File: src/design/mm_pkg.sv
// Shared types and constants for the matrix multiply core.
// No dependencies; every other design file but mm_ram takes its names from here.
`default_nettype none

package mm_pkg;

	localparam int FUNC_W    = 2;
	localparam int ROW_W     = 3;
	localparam int VAL_W     = 16;
	localparam int PROD_W    = 35;
	localparam int CFG_W     = 4;
	localparam int CFG_IDX_W = 2;
	localparam int QDEPTH    = 2;

	localparam logic [CFG_W-1:0] DIM_RESET = 4'd8;

	localparam logic signed [PROD_W-1:0] PROD_MAX = {1'b0, {(PROD_W-1){1'b1}}};
	localparam logic signed [PROD_W-1:0] PROD_MIN = {1'b1, {(PROD_W-1){1'b0}}};

	typedef enum logic [FUNC_W-1:0] {
		FUNC_WR_A = 2'd0,
		FUNC_WR_B = 2'd1,
		FUNC_RUN  = 2'd2
	} func_t;

	typedef enum logic [CFG_IDX_W-1:0] {
		CFG_A_ROWS = 2'd0,
		CFG_A_COLS = 2'd1,
		CFG_B_ROWS = 2'd2,
		CFG_B_COLS = 2'd3
	} cfg_idx_t;

	// command kinds carried from front to back
	typedef enum logic [1:0] {
		CMD_WR_A = 2'd0,
		CMD_WR_B = 2'd1,
		CMD_RUN  = 2'd2,
		CMD_ERR  = 2'd3
	} cmd_kind_t;

	typedef struct packed {
		logic busy;
		logic pipe_empty;
	} back_status_t;

endpackage

`default_nettype wire

File: src/design/mm_if.sv
// Request and response channel interfaces of the matrix multiply core.
// Depends on mm_pkg for field widths.
`default_nettype none

interface mm_req_if;
	logic                              valid;
	logic                              ready;
	logic [mm_pkg::FUNC_W-1:0]         func;
	logic [mm_pkg::ROW_W-1:0]          row;
	logic [mm_pkg::ROW_W-1:0]          col;
	logic signed [mm_pkg::VAL_W-1:0]   value;

	modport source (output valid, func, row, col, value, input ready);
	modport sink   (input valid, func, row, col, value, output ready);
endinterface

interface mm_rsp_if;
	logic                              valid;
	logic                              ready;
	logic [mm_pkg::ROW_W-1:0]          out_row;
	logic [mm_pkg::ROW_W-1:0]          out_col;
	logic signed [mm_pkg::PROD_W-1:0]  product;
	logic                              last;
	logic                              size_error;

	modport source (output valid, out_row, out_col, product, last, size_error, input ready);
	modport sink   (input valid, out_row, out_col, product, last, size_error, output ready);
endinterface

`default_nettype wire

File: src/design/matrix_multiply_core.sv
// Matrix multiply core, C = A * B on signed Q8.8 elements of up to MAX_DIM by
// MAX_DIM, giving Q19.16 results saturated to 35 bits. Element writes (func 0
// for A, 1 for B) stream at one word per cycle while the command queue has
// room; a write outside the dimensions in use, or func 3, is taken and dropped.
// A compute word (func 2) yields C in row-major order with last on the final
// element, or a single size_error word when a_cols differs from b_rows. Each C
// element is summed over a_cols products on the single multiply-accumulate
// unit, as the A and B stores each give one element per cycle while the result
// side does not stall. A two-entry command queue lets writes queue behind a
// running product.
// Dimension registers read 0 as 1 and saturate at MAX_DIM; write them only
// while the core is idle. Depends on mm_pkg, mm_if, mm_ram, mm_queue,
// mm_front and mm_back.
`default_nettype none

module matrix_multiply_core #(
	parameter int MAX_DIM    = 8,
	parameter int ELEM_WIDTH = 16
) (
	input  wire logic                           clk,
	input  wire logic                           arst_n,
	mm_req_if.sink                              req,
	mm_rsp_if.source                            rsp,
	input  wire logic                           cfg_wr_en,
	input  wire logic [mm_pkg::CFG_IDX_W-1:0]   cfg_index,
	input  wire logic [mm_pkg::CFG_W-1:0]       cfg_data
);

	localparam int IDX_W = $clog2(MAX_DIM);
	localparam int AW    = $clog2(MAX_DIM * MAX_DIM);
	localparam int CMD_W = 2 + AW + ELEM_WIDTH;

	logic [mm_pkg::CFG_W-1:0] a_rows_q, a_cols_q, b_rows_q, b_cols_q;
	logic [IDX_W-1:0]         ar_last, ac_last, br_last, bc_last;

	logic                  push, q_full, q_not_empty, pop;
	mm_pkg::cmd_kind_t     f_kind;
	logic [AW-1:0]         f_addr;
	logic [ELEM_WIDTH-1:0] f_data;
	logic [CMD_W-1:0]      q_out;
	mm_pkg::cmd_kind_t     b_kind;
	mm_pkg::back_status_t  status;

	function automatic logic [IDX_W-1:0] dim_last(input logic [mm_pkg::CFG_W-1:0] v);
		logic [IDX_W-1:0] r;
		if (v == '0) begin
			r = '0;
		end else if (32'(v) > MAX_DIM) begin
			r = IDX_W'(MAX_DIM - 1);
		end else begin
			r = IDX_W'(v - 1'b1);
		end
		return r;
	endfunction

	always_ff @(posedge clk or negedge arst_n) begin
		if (!arst_n) begin
			a_rows_q <= mm_pkg::DIM_RESET;
			a_cols_q <= mm_pkg::DIM_RESET;
			b_rows_q <= mm_pkg::DIM_RESET;
			b_cols_q <= mm_pkg::DIM_RESET;
		end else if (cfg_wr_en) begin
			case (mm_pkg::cfg_idx_t'(cfg_index))
				mm_pkg::CFG_A_ROWS: a_rows_q <= cfg_data;
				mm_pkg::CFG_A_COLS: a_cols_q <= cfg_data;
				mm_pkg::CFG_B_ROWS: b_rows_q <= cfg_data;
				mm_pkg::CFG_B_COLS: b_cols_q <= cfg_data;
				default: ;
			endcase
		end
	end

	assign ar_last = dim_last(a_rows_q);
	assign ac_last = dim_last(a_cols_q);
	assign br_last = dim_last(b_rows_q);
	assign bc_last = dim_last(b_cols_q);

	mm_front #(.MAX_DIM(MAX_DIM), .ELEM_WIDTH(ELEM_WIDTH)) u_front (
		.req     (req),
		.ar_last (ar_last),
		.ac_last (ac_last),
		.br_last (br_last),
		.bc_last (bc_last),
		.q_full  (q_full),
		.push    (push),
		.kind    (f_kind),
		.addr    (f_addr),
		.data    (f_data)
	);

	mm_queue #(.WIDTH(CMD_W)) u_queue (
		.clk       (clk),
		.arst_n    (arst_n),
		.push      (push),
		.push_data ({f_kind, f_addr, f_data}),
		.full      (q_full),
		.pop       (pop),
		.not_empty (q_not_empty),
		.pop_data  (q_out)
	);

	assign b_kind = mm_pkg::cmd_kind_t'(q_out[CMD_W-1 -: 2]);

	mm_back #(.MAX_DIM(MAX_DIM), .ELEM_WIDTH(ELEM_WIDTH)) u_back (
		.clk       (clk),
		.arst_n    (arst_n),
		.cmd_valid (q_not_empty),
		.cmd_kind  (b_kind),
		.cmd_addr  (q_out[ELEM_WIDTH +: AW]),
		.cmd_data  (q_out[ELEM_WIDTH-1:0]),
		.cmd_pop   (pop),
		.ar_last   (ar_last),
		.ac_last   (ac_last),
		.bc_last   (bc_last),
		.rsp       (rsp),
		.status    (status)
	);

	a_err_word: assert property (@(posedge clk) disable iff (!arst_n)
		rsp.valid && rsp.size_error |-> rsp.last && (rsp.product == '0))
		else $error("size_error word without last or with nonzero product");

	a_err_drained: assert property (@(posedge clk) disable iff (!arst_n)
		pop && (b_kind == mm_pkg::CMD_ERR) |-> status.pipe_empty && !status.busy)
		else $error("size_error issued while a product was still in flight");

	a_run_start: assert property (@(posedge clk) disable iff (!arst_n)
		$rose(status.busy) |-> $past(pop && (b_kind == mm_pkg::CMD_RUN)))
		else $error("product sequencer started without a compute command");

	a_pop_valid: assert property (@(posedge clk) disable iff (!arst_n)
		pop |-> q_not_empty)
		else $error("command popped from empty queue");

endmodule

`default_nettype wire

File: src/design/mm_ram.sv
// Generic simple dual-port RAM: one write port, one read port with
// registered read data held while rd_en is low. No dependencies.
`default_nettype none

module mm_ram #(
	parameter int WIDTH = 16,
	parameter int DEPTH = 64
) (
	input  wire logic                       clk,
	input  wire logic                       wr_en,
	input  wire logic [$clog2(DEPTH)-1:0]   wr_addr,
	input  wire logic [WIDTH-1:0]           wr_data,
	input  wire logic                       rd_en,
	input  wire logic [$clog2(DEPTH)-1:0]   rd_addr,
	output logic      [WIDTH-1:0]           rd_data
);

	logic [WIDTH-1:0] mem_q [DEPTH];

	always_ff @(posedge clk) begin
		if (wr_en) begin
			mem_q[wr_addr] <= wr_data;
		end
		if (rd_en) begin
			rd_data <= mem_q[rd_addr];
		end
	end

endmodule

`default_nettype wire

File: src/design/mm_queue.sv
// Short command queue between the front and back of the matrix multiply core.
// Depends on mm_pkg for its depth.
`default_nettype none

module mm_queue #(
	parameter int WIDTH = 8
) (
	input  wire logic             clk,
	input  wire logic             arst_n,
	input  wire logic             push,
	input  wire logic [WIDTH-1:0] push_data,
	output logic                  full,
	input  wire logic             pop,
	output logic                  not_empty,
	output logic      [WIDTH-1:0] pop_data
);

	localparam int PTR_W = $clog2(mm_pkg::QDEPTH);
	localparam int CNT_W = $clog2(mm_pkg::QDEPTH + 1);

	logic [WIDTH-1:0] slot_q [mm_pkg::QDEPTH];
	logic [PTR_W-1:0] wr_ptr_q;
	logic [PTR_W-1:0] rd_ptr_q;
	logic [CNT_W-1:0] count_q;

	assign full      = (count_q == CNT_W'(mm_pkg::QDEPTH));
	assign not_empty = (count_q != '0);
	assign pop_data  = slot_q[rd_ptr_q];

	always_ff @(posedge clk) begin
		if (push) begin
			slot_q[wr_ptr_q] <= push_data;
		end
	end

	always_ff @(posedge clk or negedge arst_n) begin
		if (!arst_n) begin
			wr_ptr_q <= '0;
			rd_ptr_q <= '0;
			count_q  <= '0;
		end else begin
			if (push) begin
				wr_ptr_q <= (wr_ptr_q == PTR_W'(mm_pkg::QDEPTH - 1)) ? '0 : wr_ptr_q + 1'b1;
			end
			if (pop) begin
				rd_ptr_q <= (rd_ptr_q == PTR_W'(mm_pkg::QDEPTH - 1)) ? '0 : rd_ptr_q + 1'b1;
			end
			if (push && !pop) begin
				count_q <= count_q + 1'b1;
			end else if (pop && !push) begin
				count_q <= count_q - 1'b1;
			end
		end
	end

endmodule

`default_nettype wire

File: src/design/mm_front.sv
// Front end: accepts request words, drops out-of-range writes and unused
// codes, and turns the rest into queue commands. Depends on mm_pkg, mm_if.
`default_nettype none

module mm_front #(
	parameter int MAX_DIM    = 8,
	parameter int ELEM_WIDTH = 16
) (
	mm_req_if.sink                                   req,
	input  wire logic [$clog2(MAX_DIM)-1:0]          ar_last,
	input  wire logic [$clog2(MAX_DIM)-1:0]          ac_last,
	input  wire logic [$clog2(MAX_DIM)-1:0]          br_last,
	input  wire logic [$clog2(MAX_DIM)-1:0]          bc_last,
	input  wire logic                                q_full,
	output logic                                     push,
	output mm_pkg::cmd_kind_t                        kind,
	output logic [$clog2(MAX_DIM*MAX_DIM)-1:0]       addr,
	output logic [ELEM_WIDTH-1:0]                    data
);

	localparam int AW = $clog2(MAX_DIM * MAX_DIM);

	logic in_a;
	logic in_b;
	logic keep;

	assign in_a = (32'(req.row) <= 32'(ar_last)) && (32'(req.col) <= 32'(ac_last));
	assign in_b = (32'(req.row) <= 32'(br_last)) && (32'(req.col) <= 32'(bc_last));

	always_comb begin
		kind = mm_pkg::CMD_RUN;
		keep = 1'b0;
		case (req.func)
			mm_pkg::FUNC_WR_A: begin
				kind = mm_pkg::CMD_WR_A;
				keep = in_a;
			end
			mm_pkg::FUNC_WR_B: begin
				kind = mm_pkg::CMD_WR_B;
				keep = in_b;
			end
			mm_pkg::FUNC_RUN: begin
				kind = (ac_last == br_last) ? mm_pkg::CMD_RUN : mm_pkg::CMD_ERR;
				keep = 1'b1;
			end
			default: begin
				kind = mm_pkg::CMD_RUN;
				keep = 1'b0;
			end
		endcase
	end

	// only meaningful for in-range writes
	assign addr = AW'(32'(req.row) * MAX_DIM + 32'(req.col));
	assign data = ELEM_WIDTH'(req.value);

	assign req.ready = !q_full;
	assign push      = req.valid && !q_full && keep;

endmodule

`default_nettype wire

File: src/design/mm_back.sv
// Back end: applies element writes to the A and B stores and runs the
// product sequencer, multiply/accumulate pipeline and output register.
// Depends on mm_pkg, mm_if and mm_ram.
`default_nettype none

module mm_back #(
	parameter int MAX_DIM    = 8,
	parameter int ELEM_WIDTH = 16
) (
	input  wire logic                                clk,
	input  wire logic                                arst_n,
	input  wire logic                                cmd_valid,
	input  wire mm_pkg::cmd_kind_t                   cmd_kind,
	input  wire logic [$clog2(MAX_DIM*MAX_DIM)-1:0]  cmd_addr,
	input  wire logic [ELEM_WIDTH-1:0]               cmd_data,
	output logic                                     cmd_pop,
	input  wire logic [$clog2(MAX_DIM)-1:0]          ar_last,
	input  wire logic [$clog2(MAX_DIM)-1:0]          ac_last,
	input  wire logic [$clog2(MAX_DIM)-1:0]          bc_last,
	mm_rsp_if.source                                 rsp,
	output mm_pkg::back_status_t                     status
);

	localparam int IDX_W = $clog2(MAX_DIM);
	localparam int DEPTH = MAX_DIM * MAX_DIM;
	localparam int AW    = $clog2(DEPTH);
	localparam int MUL_W = 2 * ELEM_WIDTH;
	localparam int ACC_W = (MUL_W + IDX_W + 1 > mm_pkg::PROD_W + 1) ?
		MUL_W + IDX_W + 1 : mm_pkg::PROD_W + 1;
	localparam int UP_W  = ACC_W - mm_pkg::PROD_W + 1;

	// sequencer
	logic             busy_q;
	logic [IDX_W-1:0] r_q, c_q, k_q;
	logic             stall;
	logic             fire;

	// pipeline
	logic                    valid_s1, first_s1, kend_s1, lastrun_s1;
	logic [IDX_W-1:0]        r_s1, c_s1;
	logic                    valid_s2, first_s2, kend_s2, lastrun_s2;
	logic [IDX_W-1:0]        r_s2, c_s2;
	logic signed [MUL_W-1:0] prod_s2;
	logic signed [ACC_W-1:0] acc_q;
	logic signed [ACC_W-1:0] acc_base;
	logic signed [ACC_W-1:0] sum;
	logic [UP_W-1:0]         sum_up;
	logic signed [mm_pkg::PROD_W-1:0] sum_sat;

	logic [ELEM_WIDTH-1:0] a_rd, b_rd;
	logic [AW-1:0]         a_rd_addr, b_rd_addr;
	logic                  wr_a, wr_b, start, out_load, err_load;

	// output register
	logic                             out_valid_q;
	logic [mm_pkg::ROW_W-1:0]         out_row_q, out_col_q;
	logic signed [mm_pkg::PROD_W-1:0] product_q;
	logic                             last_q, size_error_q;

	assign stall    = valid_s2 && kend_s2 && out_valid_q && !rsp.ready;
	assign fire     = busy_q && !stall;

	assign wr_a     = cmd_valid && !busy_q && (cmd_kind == mm_pkg::CMD_WR_A);
	assign wr_b     = cmd_valid && !busy_q && (cmd_kind == mm_pkg::CMD_WR_B);
	assign start    = cmd_valid && !busy_q && (cmd_kind == mm_pkg::CMD_RUN);
	// mismatch word goes out only once earlier results have drained
	assign err_load = cmd_valid && !busy_q && (cmd_kind == mm_pkg::CMD_ERR) &&
		!valid_s1 && !valid_s2 && (!out_valid_q || rsp.ready);
	assign cmd_pop  = wr_a || wr_b || start || err_load;

	assign a_rd_addr = AW'(32'(r_q) * MAX_DIM + 32'(k_q));
	assign b_rd_addr = AW'(32'(k_q) * MAX_DIM + 32'(c_q));

	mm_ram #(.WIDTH(ELEM_WIDTH), .DEPTH(DEPTH)) u_store_a (
		.clk     (clk),
		.wr_en   (wr_a),
		.wr_addr (cmd_addr),
		.wr_data (cmd_data),
		.rd_en   (!stall),
		.rd_addr (a_rd_addr),
		.rd_data (a_rd)
	);

	mm_ram #(.WIDTH(ELEM_WIDTH), .DEPTH(DEPTH)) u_store_b (
		.clk     (clk),
		.wr_en   (wr_b),
		.wr_addr (cmd_addr),
		.wr_data (cmd_data),
		.rd_en   (!stall),
		.rd_addr (b_rd_addr),
		.rd_data (b_rd)
	);

	always_ff @(posedge clk or negedge arst_n) begin
		if (!arst_n) begin
			busy_q <= 1'b0;
			r_q    <= '0;
			c_q    <= '0;
			k_q    <= '0;
		end else if (start) begin
			busy_q <= 1'b1;
			r_q    <= '0;
			c_q    <= '0;
			k_q    <= '0;
		end else if (fire) begin
			if (k_q == ac_last) begin
				k_q <= '0;
				if (c_q == bc_last) begin
					c_q <= '0;
					if (r_q == ar_last) begin
						busy_q <= 1'b0;
					end else begin
						r_q <= r_q + 1'b1;
					end
				end else begin
					c_q <= c_q + 1'b1;
				end
			end else begin
				k_q <= k_q + 1'b1;
			end
		end
	end

	always_ff @(posedge clk or negedge arst_n) begin
		if (!arst_n) begin
			valid_s1 <= 1'b0;
			valid_s2 <= 1'b0;
		end else if (!stall) begin
			valid_s1 <= busy_q;
			valid_s2 <= valid_s1;
		end
	end

	always_ff @(posedge clk) begin
		if (!stall) begin
			first_s1   <= (k_q == '0);
			kend_s1    <= (k_q == ac_last);
			lastrun_s1 <= (r_q == ar_last) && (c_q == bc_last);
			r_s1       <= r_q;
			c_s1       <= c_q;
			first_s2   <= first_s1;
			kend_s2    <= kend_s1;
			lastrun_s2 <= lastrun_s1;
			r_s2       <= r_s1;
			c_s2       <= c_s1;
			prod_s2    <= $signed(a_rd) * $signed(b_rd);
		end
		if (valid_s2 && !stall) begin
			acc_q <= sum;
		end
	end

	assign acc_base = first_s2 ? '0 : acc_q;
	assign sum      = acc_base + ACC_W'(prod_s2);
	assign sum_up   = sum[ACC_W-1:mm_pkg::PROD_W-1];

	always_comb begin
		if ((&sum_up) || !(|sum_up)) begin
			sum_sat = sum[mm_pkg::PROD_W-1:0];
		end else if (sum[ACC_W-1]) begin
			sum_sat = mm_pkg::PROD_MIN;
		end else begin
			sum_sat = mm_pkg::PROD_MAX;
		end
	end

	assign out_load = valid_s2 && kend_s2 && !stall;

	always_ff @(posedge clk or negedge arst_n) begin
		if (!arst_n) begin
			out_valid_q <= 1'b0;
		end else if (out_load || err_load) begin
			out_valid_q <= 1'b1;
		end else if (rsp.ready) begin
			out_valid_q <= 1'b0;
		end
	end

	always_ff @(posedge clk) begin
		if (out_load) begin
			out_row_q    <= mm_pkg::ROW_W'(r_s2);
			out_col_q    <= mm_pkg::ROW_W'(c_s2);
			product_q    <= sum_sat;
			last_q       <= lastrun_s2;
			size_error_q <= 1'b0;
		end else if (err_load) begin
			out_row_q    <= '0;
			out_col_q    <= '0;
			product_q    <= '0;
			last_q       <= 1'b1;
			size_error_q <= 1'b1;
		end
	end

	assign rsp.valid      = out_valid_q;
	assign rsp.out_row    = out_row_q;
	assign rsp.out_col    = out_col_q;
	assign rsp.product    = product_q;
	assign rsp.last       = last_q;
	assign rsp.size_error = size_error_q;

	assign status.busy       = busy_q;
	assign status.pipe_empty = !valid_s1 && !valid_s2;

endmodule

`default_nettype wire
File: src/flat_wrapper.sv
// flat-port wrapper written by rule: the top's interface ports become plain ports
module matrix_multiply_core_flat 
#(
	parameter int MAX_DIM    = 8,
	parameter int ELEM_WIDTH = 16
)
  (clk, arst_n, cfg_wr_en, cfg_index, cfg_data, req_valid, req_func, req_row, req_col, req_value, req_ready, rsp_valid, rsp_out_row, rsp_out_col, rsp_product, rsp_last, rsp_size_error, rsp_ready);
  mm_req_if req_i ();
  mm_rsp_if rsp_i ();
  input  wire logic clk;
  input  wire logic arst_n;
  input  wire logic cfg_wr_en;
  input  wire logic [mm_pkg::CFG_IDX_W-1:0] cfg_index;
  input  wire logic [mm_pkg::CFG_W-1:0] cfg_data;
  input wire logic [$bits(req_i.valid)-1:0] req_valid;
  input wire logic [$bits(req_i.func)-1:0] req_func;
  input wire logic [$bits(req_i.row)-1:0] req_row;
  input wire logic [$bits(req_i.col)-1:0] req_col;
  input wire logic [$bits(req_i.value)-1:0] req_value;
  output wire logic [$bits(req_i.ready)-1:0] req_ready;
  output wire logic [$bits(rsp_i.valid)-1:0] rsp_valid;
  output wire logic [$bits(rsp_i.out_row)-1:0] rsp_out_row;
  output wire logic [$bits(rsp_i.out_col)-1:0] rsp_out_col;
  output wire logic [$bits(rsp_i.product)-1:0] rsp_product;
  output wire logic [$bits(rsp_i.last)-1:0] rsp_last;
  output wire logic [$bits(rsp_i.size_error)-1:0] rsp_size_error;
  input wire logic [$bits(rsp_i.ready)-1:0] rsp_ready;
  assign req_i.valid = req_valid;
  assign req_i.func = req_func;
  assign req_i.row = req_row;
  assign req_i.col = req_col;
  assign req_i.value = req_value;
  assign req_ready = req_i.ready;
  assign rsp_valid = rsp_i.valid;
  assign rsp_out_row = rsp_i.out_row;
  assign rsp_out_col = rsp_i.out_col;
  assign rsp_product = rsp_i.product;
  assign rsp_last = rsp_i.last;
  assign rsp_size_error = rsp_i.size_error;
  assign rsp_i.ready = rsp_ready;
  matrix_multiply_core #(.MAX_DIM(MAX_DIM), .ELEM_WIDTH(ELEM_WIDTH)) u_core (.clk(clk), .arst_n(arst_n), .req(req_i), .rsp(rsp_i), .cfg_wr_en(cfg_wr_en), .cfg_index(cfg_index), .cfg_data(cfg_data));
endmodule
File: config.mk
export PLATFORM = sky130hd
export DESIGN_NAME = matrix_multiply_core_flat
export DESIGN_NICKNAME = d
export VERILOG_FILES = /design/src/design/mm_pkg.sv /design/src/design/mm_if.sv /design/src/design/matrix_multiply_core.sv /design/src/design/mm_ram.sv /design/src/design/mm_queue.sv /design/src/design/mm_front.sv /design/src/design/mm_back.sv /design/src/flat_wrapper.sv
export SDC_FILE = /design/constraint.sdc
export NUM_CORES = 2
export LEC_CHECK = 0
export BUFFER_PORTS_ARGS = -buffer_cell sky130_fd_sc_hd__buf_2
export CAP_MARGIN = 0
export CORE_UTILIZATION = 50
export DETAILED_ROUTE_END_ITERATION = 8
export PLACE_DENSITY = 0.65
export SKIP_CTS_REPAIR_TIMING = 1
export SYNTH_ARGS = -nofsm -noshare
export SYNTH_HDL_FRONTEND = slang
export SYNTH_SLANG_ARGS = --single-unit
File: constraint.sdc
create_clock -name clk -period 15.5 [get_ports clk]
set_input_delay 1.55 -clock clk [delete_from_list [all_inputs] [get_ports clk]]
set_output_delay 1.55 -clock clk [all_outputs]
set_load 0.005 [all_outputs]
==> reports/results.tsv <==
metric	value	unit
die height	447.8	um
CTS Buf Count	224	
WL/cell	29.14	um
first-pass GRT wire length	343.8	mm
area delta synth->final	11.61	%
Setup CP Type	reg -> reg	
Seq/Total Area, Yosys	0.6904	
Total GRT Usage	0.2410	
Slew Viols, Final	0	
Starting Density	0.5033	
GPL Wtd Cong	0.8497	
R2R cell count	19	
number of global-route vias before repair	48590	
Port Buf Inserts	79	
nets	5707	
Critical Path RT	16200	ps
pin count of the biggest net entering global routing	134	
initial antenna violation count	28	
fmax	0.1467	GHz
TritonCTS clock tree	built	
Cell variety after synth	82	
asr flop ratio synth	0.01441	
grt total ovfl	0	
crit path launch type	register	
clk_lat worst skew	880	ps
row cnt	163	
WHS Path Cells	0	
# IOs	80	
Syn Inst Count	4993	
Post-synth EDFFs	2256	
CTS sink cnt	2290	
Netlist Area Pre-Place	99360	um2
RR Endpoint	u_core.u_back.prod_s2[30]	
Critical Path AT	7510	ps
DP Wirelength	149.3	mm
Primary FF master, synth	edfxtp_1	
maxcap violations	0	
status	completed	
root buf cell	clkbuf_16	
Final period util	0.4397	
Routed WL	236.5	mm
Ys Warns	0	
Min-Delay Endpoint	u_core.u_back.kend_s2	
Hold Startpoint	u_core.u_back.kend_s1	
Clock Pin Slew Worst Setup and Hold Paths	70	ps
mean number of vias per cell	5.970	
Die ar.	200500	um2
Worst Skew	37.22	ps
via count	48450	
Crit. End Element	register	
reg2reg start	u_core.u_back.u_store_b.rd_data[2]	
DRC	0	
# fillers	14740	
CTS Buffer Depth	3	
Slew @ Worst Pin	1250	ps
mean post-synth cell area	19.90	um2
RSZ-0062 raised after global routing	no	
syn nets	5429	
Post-DRT Antenna Nets	0	
Fin Setup TNS	0	ps
#FFs+latches synth	2290	
Final min period	6816	ps
Slew HR	0.1665	
die width	447.8	um
Max Fanout on Critical Path	16	
count of final setup violators	0	
H-tree depth	4	
setup ws final	8684	ps
final hold violation count	0	
core area	197400	um2
DRT iter0 DRCs	5648	
Detailed Routing Iterations Pass 1	7	
Hold WC Path Type	reg -> reg	
R2R setup slack	8680	ps
Setup WS pre-CTS	8747	ps
share of layout cells above drive strength 1	0.2458	
worst max-delay path, cell delays in order, from the launching register on:
cell	delay, ps
edfxtp_1	820
nand2_1	190
inv_1	130
fa_1	560
fa_1	850
inv_1	160
fa_1	510
inv_1	60
fa_1	500
fa_1	500
inv_1	50
fa_1	470
inv_1	40
ha_1	370
a21o_1	190
a31oi_1	130
o21ai_0	120
a2111oi_0	510
nor3_1	160
o311ai_1	290
metal layers:
layer	vias up	track usage	share of wire
met5	-	0	0.000055
met1	25940	0.3580	0.42
li1	20290	-	-
met4	2	0.06452	0.023
met2	1947	0.3695	0.47
met3	270	0.04466	0.083
sequential cells by signal, summed over array words and instances (netlist names), 4 cells and up:
name,cells
u_core.u_back.prod_s2,32
u_core.u_back.acc_q,36
u_core.a_rows_q,4
u_core.u_queue.slot_q,48
u_core.b_rows_q,4
u_core.u_back.u_store_b.mem_q,1024
u_core.u_back.u_store_a.rd_data,16
u_core.u_back.u_store_a.mem_q,1024
u_core.b_cols_q,4
u_core.u_back.u_store_b.rd_data,16
u_core.u_back.rsp.product,35
u_core.a_cols_q,4
worst max path at each step:
stage / to / cells after the start / startpoint
after CTS: u_core.u_back.prod_s2[30] / 19 / u_core.u_back.u_store_b.rd_data[2]
after global placement: u_core.u_back.prod_s2[30] / 19 / u_core.u_back.u_store_b.rd_data[1]
final: u_core.u_back.prod_s2[30] / 19 / u_core.u_back.u_store_b.rd_data[2]
after global routing: u_core.u_back.prod_s2[30] / 19 / u_core.u_back.u_store_b.rd_data[2]
after detailed placement: u_core.u_back.prod_s2[30] / 19 / u_core.u_back.u_store_b.rd_data[1]
after floorplan: u_core.u_back.prod_s2[30] / 20 / u_core.u_back.u_store_a.rd_data[15]
placed cells by master, fill, tap and decap left out, types with 16 or more instances in the layout:
cell type and n:
a21o_1 35, o21ai_0 46, clkbuf_16 225, clkinv_2 28, a21oi_1 67, clkbuf_1 60, nand2_1 183, nand3_1 17
mux4_2 672, xnor2_1 57, mux2_2 17, nor3_1 24, edfxtp_1 2256, buf_2 79, mux2_4 16, nand2b_1 22
fa_1 263, buf_4 180, o2bb2ai_2 20, xor2_1 22, nor2_1 205, and2_1 133, nor2b_1 47, clkinv_1 60
inv_1 337, dfrtp_1 21, ha_1 138
through the flow:
step,utilization,cells,hold WS (ps),cell area [um2]
2_1_floorplan,-,4993,400.3,99360
3_3_place_gp,0.5255,7685,400.6,103800
3_5_place_dp,0.5255,7685,405.2,103800
4_1_cts,0.5616,8107,419.2,110900
5_1_grt,0.5616,8108,418.2,110900
6_report,0.5617,8116,422.7,110900
cell families after synthesis:
kind of cell / Yosys count / synth area share
muxes: 708 / 0.1564
DFF: 2290 / 0.6904
buffers and inverters: 550 / 0.02196
xor gates and xnor gates: 79 / 0.006964
and+or+nand+nor: 687 / 0.03322
adders and majority gates: 405 / 0.07077
AOI/OAI and AO/OA: 274 / 0.02035
cell type report:
| class | count | area [um2] | area share |
|---|---|---|---|
| timing repair buffer | 264 | 1847 | 0.01665 |
| antenna | 9 | 22.52 | 0.0002031 |
| tap | 2640 | 3303 | 0.02979 |
| clock inverter | 131 | 1185 | 0.01068 |
| sequential | 2290 | 68620 | 0.6188 |
| inverter | 338 | 1269 | 0.01144 |
| clock buffer | 291 | 5938 | 0.05355 |
| multi-input combinational | 2153 | 28710 | 0.2589 |
synthesized netlist by cell type, types with 10 or more instances:
master,count,share of area
a211oi_1,14,0.0011
a21o_1,35,0.0026
a21oi_1,67,0.0034
a31oi_1,10,0.00063
and2_1,135,0.0085
buf_1,23,0.00087
buf_2,55,0.0028
clkbuf_1,127,0.0048
dfrtp_1,29,0.0073
edfxtp_1,2256,0.68
fa_1,263,0.053
ha_1,138,0.017
inv_1,337,0.013
mux2_2,33,0.0037
mux4_2,672,0.15
nand2_1,191,0.0072
nand2b_1,23,0.0014
nand3_1,18,0.00091
nor2_1,206,0.0078
nor2b_1,47,0.0030
nor3_1,24,0.0012
o21ai_0,46,0.0023
o2bb2ai_2,20,0.0030
xnor2_1,57,0.0050
xor2_1,22,0.0019
Power is left out: the tool's default activity adds up to more than one toggle a clock period on the data nets, which glitch-free logic cannot reach.
